## src/rtl/pai_pkg.sv

```systemverilog
`timescale 1ns / 1ps
// ----------------------------------------------------------------------------
// pai_pkg
// Shared constants, types and codes of the antichain insertion block.
// ----------------------------------------------------------------------------
package pai_pkg;

  localparam int CAPACITY      = 16;
  localparam int MAX_FRAGMENTS = 8;
  localparam int VALUE_WIDTH   = 32;

  // One spare cell: an insert may land before erasures of later entries.
  localparam int CHAIN_LEN = CAPACITY + 1;
  localparam int LEN_W     = $clog2(CHAIN_LEN + 1);
  localparam int CNT_W     = $clog2(CAPACITY + 1);
  localparam int IDX_W     = $clog2(CAPACITY);

  localparam logic [1:0] OP_PUSH   = 2'd0;
  localparam logic [1:0] OP_READ   = 2'd1;
  localparam logic [1:0] OP_CLEAR  = 2'd2;
  localparam logic [1:0] OP_UNUSED = 2'd3;

  localparam logic [1:0] KIND_INSERT = 2'd0;
  localparam logic [1:0] KIND_READ   = 2'd1;
  localparam logic [1:0] KIND_CLEAR  = 2'd2;

  localparam logic CFG_FRAGMENT_COUNT = 1'b0;
  localparam logic CFG_PLAIN_MASK     = 1'b1;

  typedef logic [MAX_FRAGMENTS-1:0][VALUE_WIDTH-1:0] entry_t;

  typedef struct packed {
    logic take_next;
    logic take_head;
    logic take_cand;
  } cell_ctl_t;

  typedef struct packed {
    logic smaller;  // candidate below entry in some fragment, no plain mismatch
    logic larger;   // candidate above entry in some fragment, no plain mismatch
    logic exceeds;  // entry above candidate in a fragment seen before any mismatch
  } cmp_t;

endpackage

```

## src/rtl/pai_cell.sv

```systemverilog
`timescale 1ns / 1ps
// ----------------------------------------------------------------------------
// pai_cell
// One bucket slot: holds an entry, or takes its neighbor, the head or the
// candidate.
// ----------------------------------------------------------------------------
module pai_cell (
  input  logic                clk,
  input  pai_pkg::cell_ctl_t  ctl,
  input  pai_pkg::entry_t     next_entry,
  input  pai_pkg::entry_t     head_entry,
  input  pai_pkg::entry_t     cand_entry,
  output pai_pkg::entry_t     entry
);

  always_ff @(posedge clk) begin
    if (ctl.take_cand) begin
      entry <= cand_entry;
    end else if (ctl.take_head) begin
      entry <= head_entry;
    end else if (ctl.take_next) begin
      entry <= next_entry;
    end
  end

endmodule

```

## config.mk

```make
export PLATFORM = sky130hd
export DESIGN_NAME = pai_cell
export DESIGN_NICKNAME = d
export VERILOG_FILES = /design/src/rtl/pai_pkg.sv /design/src/rtl/pai_cell.sv
export SDC_FILE = /design/constraint.sdc
export NUM_CORES = 1
export LEC_CHECK = 0
export ABC_AREA = 1
export BUFFER_PORTS_ARGS = -buffer_cell sky130_fd_sc_hd__buf_4
export CAP_MARGIN = 25
export CORE_AREA = 2 2 400 402
export CTS_CLUSTER_SIZE = 12
export DETAILED_ROUTE_END_ITERATION = 10
export DIE_AREA = 0 0 402 404
export GPL_ROUTABILITY_DRIVEN = 0
export GPL_TIMING_DRIVEN = 0
export MAX_ROUTING_LAYER = met4
export PLACE_DENSITY = 0.39
export SLEW_MARGIN = 20
export SYNTH_ARGS = -nofsm -noshare
export SYNTH_HDL_FRONTEND = slang
export SYNTH_SLANG_ARGS = --single-unit
```

## constraint.sdc

```tcl
create_clock -name clk -period 8.3 [get_ports clk]
set_input_delay 0.83 -clock clk [delete_from_list [all_inputs] [get_ports clk]]
set_output_delay 0.83 -clock clk [all_outputs]
set_load 0.02 [all_outputs]
```

**Word-level counts from Yosys, hierarchy flattened**

Cells that the tools add are included.

- Bits in registers: 256
- Bits of input ports: 772
- Output and inout bits: 256
- Logic and storage cells: 12

- Multiplexer cells: 3
- Reduce and logical (&&, ||, !) cells: 1

Operators with widths:

| cell | count |
|---|---|
| 2-to-1 mux 256 bit | 3 |
| nonzero test 3 bit | 1 |

**Logic depth before layout (Yosys ltp)**

- Depth in word-level cells: 3
- Mapped depth: 7
- Depth with buffers taken out: 4

**Worst setup path before layout**

OpenSTA, ideal clock, no wires.

- Kind: input to register
- Start: input ctl[1] in the netlist's numbering
- End: register entry[0] in the netlist's numbering (enable)
- Arrival time: 6.783 ns
- Slack: 0.888 ns
- Cell stages on the path: 4
- Buffers on the path: 2
- Path through: buf_4 > clkbuf_1 > nor2_1 > nand2_1

- Cells in the longest elaborated chain, start to end: 1

Ends and longest elaborated chain:

| element | RTL line | source |
|---|---|---|
| from (decl) | pai_cell.sv:9 | `input pai_pkg::cell_ctl_t ctl,` |
| nonzero test 3 bit (no line) | -- |  |
| to (signal assigned) | pai_cell.sv:18 | `entry <= cand_entry;` |
| to (signal assigned) | pai_cell.sv:20 | `entry <= head_entry;` |
| to (signal assigned) | pai_cell.sv:22 | `entry <= next_entry;` |
| to (decl) | pai_cell.sv:13 | `output pai_pkg::entry_t entry` |

Every way passes these cells.
A chain may end at the register's enable or synchronous reset.

**Worst setup path in the final report**

- Start: input ctl[1] in the netlist's numbering
- End: register entry[171] in the netlist's numbering (enable)

The elaborated chain is that of the path after synthesis.

==> impl_metrics.tcl <==
set metrics [dict create \
    status "finished, final reports clean" \
    power_leakage_nw 14.81 \
    htree_levels 2 \
    slew_headroom 0.4993 \
    yosysTopAreaCell "edfxtp_1" \
    cp-start-kind "input port" \
    setup_violations 0 \
    io_buffers 1025 \
    numCtsBuffers 38 \
    path_common_cell "buf_16" \
    crit_chain "buf_4, clkbuf_1, nor2_1, nand2_4, buf_16, buf_16, buf_16" \
    cp-startpoint "ctl[1]" \
    worst_pin_slew_ps 751.1 \
    largest-register "entry" \
    path_max_fanout 46 \
    synthSimpleGateAreaFrac 0.3321 \
    synthTopCellsByArea "edfxtp_1, nand2_1, inv_1, nand3_1, buf_2" \
    crit_required_ps 8560 \
    drv_slew 0 \
    reg.largest.list "entry x256" \
    ctsHoldBuffers 0 \
    period_share 0.3211 \
    ys_seq_elements 256 \
    grt_max_degree 47 \
    cts_resized 0 \
    layout-drive-gt1-share 0.3658 \
    min_path_type "input port to register" \
    synth.most_common_cell "nand2_1" \
    stdcell_area_um2 27130 \
    vias 17854 \
    fillers 18210 \
    cts_tree "built" \
    avgSynthCellArea_um2 7.136 \
    synthCells 2166 \
    postRouteAntennaNets 0 \
    drc 0 \
    synth_common_cells "nand2_1, inv_1, edfxtp_1, nand3_1, buf_2" \
    powerDensity_nw_per_um2 167.2 \
    yosys_warnings 0 \
    yosysSeqAreaShare 0.4974 \
    placed_cell_area_um2 25920 \
    synth_edf_count 256 \
    grt_usage 0.1406 \
    multiInputGateArea_um2 5140 \
    critical_path_arrival_ps 2930 \
    syn-num-nets 2938 \
    antenna_found_initial 45 \
    grt_pass1_wl_mm 150.9 \
    wl_mm 116.3 \
    drt_iter0_drc 1308 \
    async_flop_share 0 \
    area_growth_pct 75.50 \
    dp_hpwl_mm 98.83 \
    nets 4009 \
    die_h_um 404 \
    regArea_um2 7687 \
    post-route-min-period_ps 2665 \
    setup_tns_ps 0 \
    grt_pass1_vias 17712 \
    cts_setup_buffers 0 \
    hold_viol_final 0 \
    grt.overflow.total 0 \
    crit_type "input port to register" \
    synth_top_area_frac 0.4974 \
    clock-sinks 256 \
    netlist_area_um2 15460 \
    dr.pass1.iters 5 \
    min_from "cand_entry[197]" \
    yosys.cell_types.count 11 \
    placementRows 146 \
    synthXorXnorAreaFrac 0 \
    yosys.area_share.adder 0 \
    core-area_um2 157800 \
    clkTransAtPathRegs_ps 60 \
    synth-compound-area-share 0 \
    synthMuxAreaShare 0 \
    max_clock_freq_mhz 375.2 \
    start_util 0.09793 \
    synth_flop_cell "edfxtp_1" \
    dieArea_um2 162400 \
    cp-end-kind "register" \
    cts-root-buf "clkbuf_16" \
    die_width_um 402 \
    rsz0062_at_grt "false" \
    cap_violations 0 \
    critical_path.slowest_cell "clkbuf_1" \
    clockBufferDepth 3 \
    synth_top_family_by_area "simple AND/OR/NAND/NOR gates" \
    wl_per_cell_um 21.74 \
    largest_reg_flops 256 \
    max_stage_delay_ps 470 \
    viasPerCell 3.337 \
    ir_worst_vdd_uv 134.6 \
    pin_count 1028 \
]
-- cell type report --
cell class / instances / share of cell area
Antenna cell: 18 / 0.001661
Clock buffer: 45 / 0.03681
Tap cell: 2072 / 0.09557
Inverter: 514 / 0.07131
Buffer: 114 / 0.02592
Multi-Input combinational cell: 1282 / 0.1895
Clock inverter: 19 / 0.006089
Sequential cell: 256 / 0.2834
Timing Repair Buffer: 1031 / 0.2898
-- per-layer routing --
layer / track usage / vias to the layer above / wire (µm)
met5: - / - / 0
met4: 0.04195 / 0 / 3213
met3: 0.04308 / 148 / 10010
met2: 0.2317 / 789 / 56050
met1: 0.1638 / 8301 / 47060
li1: - / 8616 / -
-- power breakdown --
group | internal (mW) | switching, mW
registers | 1.60 | 0.0496
clock network | 0.943 | 0.699
logic | 0.535 | 0.711
total | 3.08 | 1.46
-- worst max-delay path: cells and delay by family --
family	cells	cell delay (ps)
buffers and inverters	5	1530
AND/OR/NAND/NOR	2	370
-- cell families after synthesis --
family / after synthesis
flops: 256
simple gates: 1282
buf+inv: 628
-- metrics by stage --
step | instances | power, mW | worst slack (ps) | hold slack, ps | utilization
2_1_floorplan | 2166 | 2.164 | 887.9 | 1012 | -
3_3_place_gp | 5263 | 2.955 | -4524 | 1103 | 0.1631
3_5_place_dp | 5269 | 2.943 | 4992 | 1104 | 0.1642
4_1_cts | 5333 | 4.648 | 5648 | 436.2 | 0.1716
5_1_grt | 5344 | 4.751 | 5536 | 462.2 | 0.1718
6_report | 5351 | 4.535 | 5635 | 503.4 | 0.1719
-- cells in the final DEF, fill, tap and decap left out, drive strengths merged --
cell type  synthesis  layout
buf              111    1142
nand2           1025    1025
inv              514     515
nand3            256     256
edfxtp           256     256
clkbuf             3      48
diode              0      18
clkinv             0      13
bufinv             0       3
clkinvlp           0       2
nor2               1       1
-- final timing paths --
kind | end | cells after the start
worst max-delay path | entry[171] | 7
worst min-delay path | entry[197] | 3
(Power assumes the default switching activity.)
