### config.mk
export PLATFORM = sky130hd
export DESIGN_NAME = pai_cmp
export DESIGN_NICKNAME = d
export VERILOG_FILES = /design/src/rtl/pai_pkg.sv /design/src/rtl/pai_cmp.sv
export SDC_FILE = /design/constraint.sdc
export NUM_CORES = 1
export LEC_CHECK = 0
export ABC_AREA = 1
export BUFFER_PORTS_ARGS = -buffer_cell sky130_fd_sc_hd__buf_2
export CORE_AREA = 5 5 201 203
export DETAILED_ROUTE_END_ITERATION = 12
export DIE_AREA = 0 0 206 208
export SYNTH_ARGS = -nofsm -noshare
export SYNTH_HDL_FRONTEND = slang
export SYNTH_SLANG_ARGS = --single-unit
### constraint.sdc
create_clock -name vclk -period 1.9
set_clock_uncertainty 0.1 [all_clocks]
set_input_delay 0.095 -clock vclk [all_inputs]
set_output_delay 0.095 -clock vclk [all_outputs]
set_load 0.03 [all_outputs]
### src/rtl/pai_pkg.sv
`timescale 1ns / 1ps
// ----------------------------------------------------------------------------
// pai_pkg
// Shared constants, types and codes of the antichain insertion block.
// ----------------------------------------------------------------------------
package pai_pkg;

  localparam int CAPACITY      = 16;
  localparam int MAX_FRAGMENTS = 8;
  localparam int VALUE_WIDTH   = 32;

  // One spare cell: an insert may land before erasures of later entries.
  localparam int CHAIN_LEN = CAPACITY + 1;
  localparam int LEN_W     = $clog2(CHAIN_LEN + 1);
  localparam int CNT_W     = $clog2(CAPACITY + 1);
  localparam int IDX_W     = $clog2(CAPACITY);

  localparam logic [1:0] OP_PUSH   = 2'd0;
  localparam logic [1:0] OP_READ   = 2'd1;
  localparam logic [1:0] OP_CLEAR  = 2'd2;
  localparam logic [1:0] OP_UNUSED = 2'd3;

  localparam logic [1:0] KIND_INSERT = 2'd0;
  localparam logic [1:0] KIND_READ   = 2'd1;
  localparam logic [1:0] KIND_CLEAR  = 2'd2;

  localparam logic CFG_FRAGMENT_COUNT = 1'b0;
  localparam logic CFG_PLAIN_MASK     = 1'b1;

  typedef logic [MAX_FRAGMENTS-1:0][VALUE_WIDTH-1:0] entry_t;

  typedef struct packed {
    logic take_next;
    logic take_head;
    logic take_cand;
  } cell_ctl_t;

  typedef struct packed {
    logic smaller;  // candidate below entry in some fragment, no plain mismatch
    logic larger;   // candidate above entry in some fragment, no plain mismatch
    logic exceeds;  // entry above candidate in a fragment seen before any mismatch
  } cmp_t;

endpackage

### src/rtl/pai_cmp.sv
`timescale 1ns / 1ps
// ----------------------------------------------------------------------------
// pai_cmp
// Fragment-wise dominance compare of the candidate against the head entry.
// ----------------------------------------------------------------------------
module pai_cmp (
  input  pai_pkg::entry_t                        cand,
  input  pai_pkg::entry_t                        entry,
  input  logic [3:0]                             count,
  input  logic [pai_pkg::MAX_FRAGMENTS-1:0]      mask,
  output pai_pkg::cmp_t                          res
);

  always_comb begin
    logic lt;
    logic gt;
    logic broke;
    lt    = 1'b0;
    gt    = 1'b0;
    broke = 1'b0;
    for (int f = 0; f < pai_pkg::MAX_FRAGMENTS; f++) begin
      if (f < int'(count) && !broke) begin
        if (mask[f]) begin
          // plain fragment: any difference ends the compare
          if (cand[f] != entry[f]) broke = 1'b1;
        end else if ($signed(cand[f]) < $signed(entry[f])) begin
          lt = 1'b1;
        end else if ($signed(cand[f]) > $signed(entry[f])) begin
          gt = 1'b1;
        end
      end
    end
    res.smaller = lt && !broke;
    res.larger  = gt && !broke;
    res.exceeds = lt;
  end

endmodule

Yosys cells after proc, flatten, opt, wreduce, memory -nomap -nowiden:

Cells that the tools add are included.

* register bits: 0
* latch bits: 0
* RAM bits: 0
* ROM bits: 0
* input port bits: 524
* logic and storage cells: 129
* memories kept: 0

* add/subtract/negate cells: 0
* multiply operators: 0
* divide/modulo/power cells: 0
* order comparisons: 24
* eq/ne operators: 8
* shifts and indexed selects: 0
* multiplexer cells: 80
* bitwise logic cells: 0
* reduce and logical (&&, ||, !) cells: 17

Operator list (count)
* $gt 32x32->1: 8
* $lt 32x32->1: 8
* $ne 32x32->1: 8
* $mux 1: 80
* $lt 3x4->1 const A: 4
* $logic_and 1x1->1: 9
* $logic_not 1->1: 8
* $lt 1x4->1 const A: 2
* $lt 2x4->1 const A: 2

Longest topological paths before layout:

* depth after elaboration: 34
* mapped depth: 21

Worst setup path before layout:

OpenSTA, ideal clock, no wires.

* path type: input port to output port
* from: input entry[31] (netlist name)
* to: output res[1] (netlist name)
* arrival: 1.935 ns
* data required time: 1.705 ns
* setup slack: -0.230 ns
* cell stages on the path: 16
* buffers on the path: 0
* cell sequence: inv_1 ha_1 nand2_1 nor2_2 nand2_2 nor2_4 nand2_2 nand2_4 nand3_4 nor2_8 nand4_2 nor2_2 nand2_1 nand3_1 nor2_1 nor2_1

RTL lines
* start: declaration: RTL line pai_cmp.sv:8 `input pai_pkg::entry_t entry,`
* end: declaration: RTL line pai_cmp.sv:11 `output pai_pkg::cmp_t res`

==> flow_summary.toml <==
[finish]
areaGrowthSynthToFinish_pct = 79.7
design.seq.count = 0
layout-drive-gt1-share_pct = 50.2
nets = 2617
clockBufferCount = 0
fin_cells = 2354
ff_latch_area_sq_um = 0

[floorplanning]
initial_core_util_pct = 19.4
die_h_um = 208
rows = 72
die_w_um = 206
pin_count = 527
die_area_sq_um = 42800
core_area_sq_um = 38300

[min_path]
min-delay-path-class = "in2out"
hp-start = "mask[7]"

[synthesis]
synth_area_per_cell_sq_um = 5.98
yosysWarningCount = 0
syn_inst = 1243
ys_types = 27
ys_seq_area_share_pct = 0
synth_nets = 2023
syn_area_sq_um = 7430

[setup_path]
crit_start = "entry[41]"
crit_required_ns = 1.70
start_kind = "input pin"
timing.critical_path.buf_inv = 4
arrival_ns = 2.05
worstPathMaxFanout = 4
critPathSlowestCell = "ha_4"
critPathTopFamily = "simple AND/OR/NAND/NOR gates"
crit_type = "in2out"
max_stage_delay_ns = 0.26
crit_chain = "buf_2 > inv_2 > ha_4 > nand2_1 > nor2_2 > nand2_2 > nor2_4 > nand2_2 > nand2_2 > nand3_4 > nor3b_1 > nand3_2 > nand2_1 > inv_1 > nand2_1 > nor2_4 > nor2_4 > buf_6"
cp-end-kind = "primary output"

[sta]
min_period_ns = 2.25
drv_slew = 0
finalSetupViolCount = 3
fin_tns_setup_ns = -0.998
setup_ws_ns = -0.348
worst-slew-pin-transition_ns = 0.334
finalHoldViolations = 0
min_period_over_period_pct = 118
maxSlewHeadroom_pct = 77.5
hold_ws_ns = 0.682
max_freq_mhz = 445
rsz0062_at_grt = "yes"

[drt]
firstDrtPassIters = 4
drtIter0Drc = 242
vias = 9909
post-route-drc-count = 0
routed_wl_um = 34500
vias_per_cell = 4.21
wl_per_cell_um = 14.7
drtAntennaViolNets = 0

[grt]
overflow = 0
grt_max_degree = 6
grt_pass1_vias = 10400
antenna_found_initial = 8
grt_util_all_layers_pct = 14.2
grt_pass1_wl_um = 49800

[status]
outcome = "finished with violations"
violations = "negative setup slack"

[placement]
place_hpwl_um = 30200
place_congestion = 0.891
dp.cells = 2336
portBuffers = 527

[clocking]
postCtsHoldBufs = 0

[pwr]
power_density_nw_per_um2 = 213
total_power_w = 0.00285
p_leak_nw = 7.65
ir_worst_vdd_mv = 0.103

[flow_run]
cap_viol_max_count = 0
## cell type report
| class | instances | area, sq um |
|---|---|---|
| Antenna cell | 1 | 2.50 |
| Inverter | 333 | 1250 |
| Multi-Input combinational cell | 910 | 8160 |
| Fill cell | 4017 | 24900 |
| Tap cell | 518 | 648 |
| Timing Repair Buffer | 592 | 3290 |
## tightest hold or removal path: stages
cell and delay [ns]:
buf_2 0.10, a31o_1 0.30, nor2_4 0.05, buf_6 0.14
## cells in the mapped netlist, drive strengths merged (6+ instances only)
master	count	area (sq um)
inv	333	1250
nand2	296	1130
ha	256	3200
a21oi	121	606
nor2	117	493
o21ai	30	150
nand3	29	158
nand4	16	113
o21a	13	97.6
a21o	10	75.1
nor3	7	35.0
o21bai	6	45.0
## stage by stage
step | worst slack [ns] | area, sq um | util, %
floorplan | -0.0120 | 7480 | -
global placement | -0.729 | 11100 | 29.1
detailed placement | -0.732 | 11100 | 29.1
CTS | -0.385 | 12300 | 32.0
global route | -0.533 | 13300 | 34.9
finish | -0.348 | 13300 | 34.9
## report_power, final
| part | internal, W | leakage, nW | total (W) | switching [W] |
|---|---|---|---|---|
| registers | 0 | 0 | 0 | 0 |
| clock network | 0.0000000000704 | 0.00000634 | 0.0000000000704 | 0 |
| logic | 0.00141 | 7.65 | 0.00285 | 0.00144 |
| total | 0.00141 | 7.65 | 0.00285 | 0.00144 |
## path summary, 6_finish.rpt
check                 endpoint  slack, ns  cells after the start
worst min-delay path    res[2]       0.68                      4
worst max-delay path    res[2]      -0.35                     18
## timing repair
item | 4_1_cts | 5_1_grt
pin swaps | 74 | 102
resized for setup | 197 | 197
endpoints found under the hold margin | 0 | 0
endpoints found under the setup margin | 3 | 3
setup buffers | 15 | 3
## per-layer routing
metal / vias to the layer above / wire [um] / share of wire (%) / GRT usage [%]
li1: 5111 / - / - / -
met1: 4389 / 12700 / 37 / 15.3
met2: 343 / 18400 / 53 / 28.4
met3: 56 / 2590 / 7.5 / 2.71
met4: 10 / 830 / 2.4 / 2.85
met5: - / 56 / 0.16 / 0
## kinds of logic (layout without fill, tap and decap cells)
group | after synthesis | count (layout) | share of synthesized area [%]
simple gates | 470 | 470 | 26.5
buf+inv | 333 | 925 | 16.8
fa+ha+maj | 256 | 256 | 43.1
compound gates | 184 | 184 | 13.5
other cells | 0 | 1 | 0
## layout by cell type (no fill, tap or decap), types with 2 or more instances in the layout
| master | synthesis | routed |
|---|---|---|
| nor3_1 | 7 | 2 |
| a21o_1 | 10 | 10 |
| o21bai_1 | 6 | 6 |
| buf_4 | 0 | 68 |
| o21a_1 | 13 | 13 |
| nor2_4 | 3 | 37 |
| nand3_2 | 0 | 5 |
| nand3_4 | 1 | 3 |
| nand3_1 | 28 | 21 |
| o21ai_1 | 0 | 6 |
| a21oi_2 | 0 | 9 |
| o21ai_0 | 30 | 24 |
| nand2_1 | 290 | 204 |
| nand2_2 | 5 | 76 |
| nor2_1 | 107 | 61 |
| ha_4 | 0 | 100 |
| nand3b_1 | 2 | 2 |
| inv_1 | 331 | 279 |
| buf_2 | 0 | 500 |
| ha_1 | 256 | 156 |
| inv_2 | 2 | 52 |
| a21oi_1 | 121 | 110 |
| nor2_2 | 6 | 18 |
| a21oi_4 | 0 | 2 |
| buf_6 | 0 | 23 |
| nand2_4 | 1 | 16 |
| inv_4 | 0 | 2 |
| nand4_1 | 14 | 14 |
| nor3b_1 | 2 | 2 |
| nor3_2 | 0 | 5 |
(Power assumes the default switching activity.)
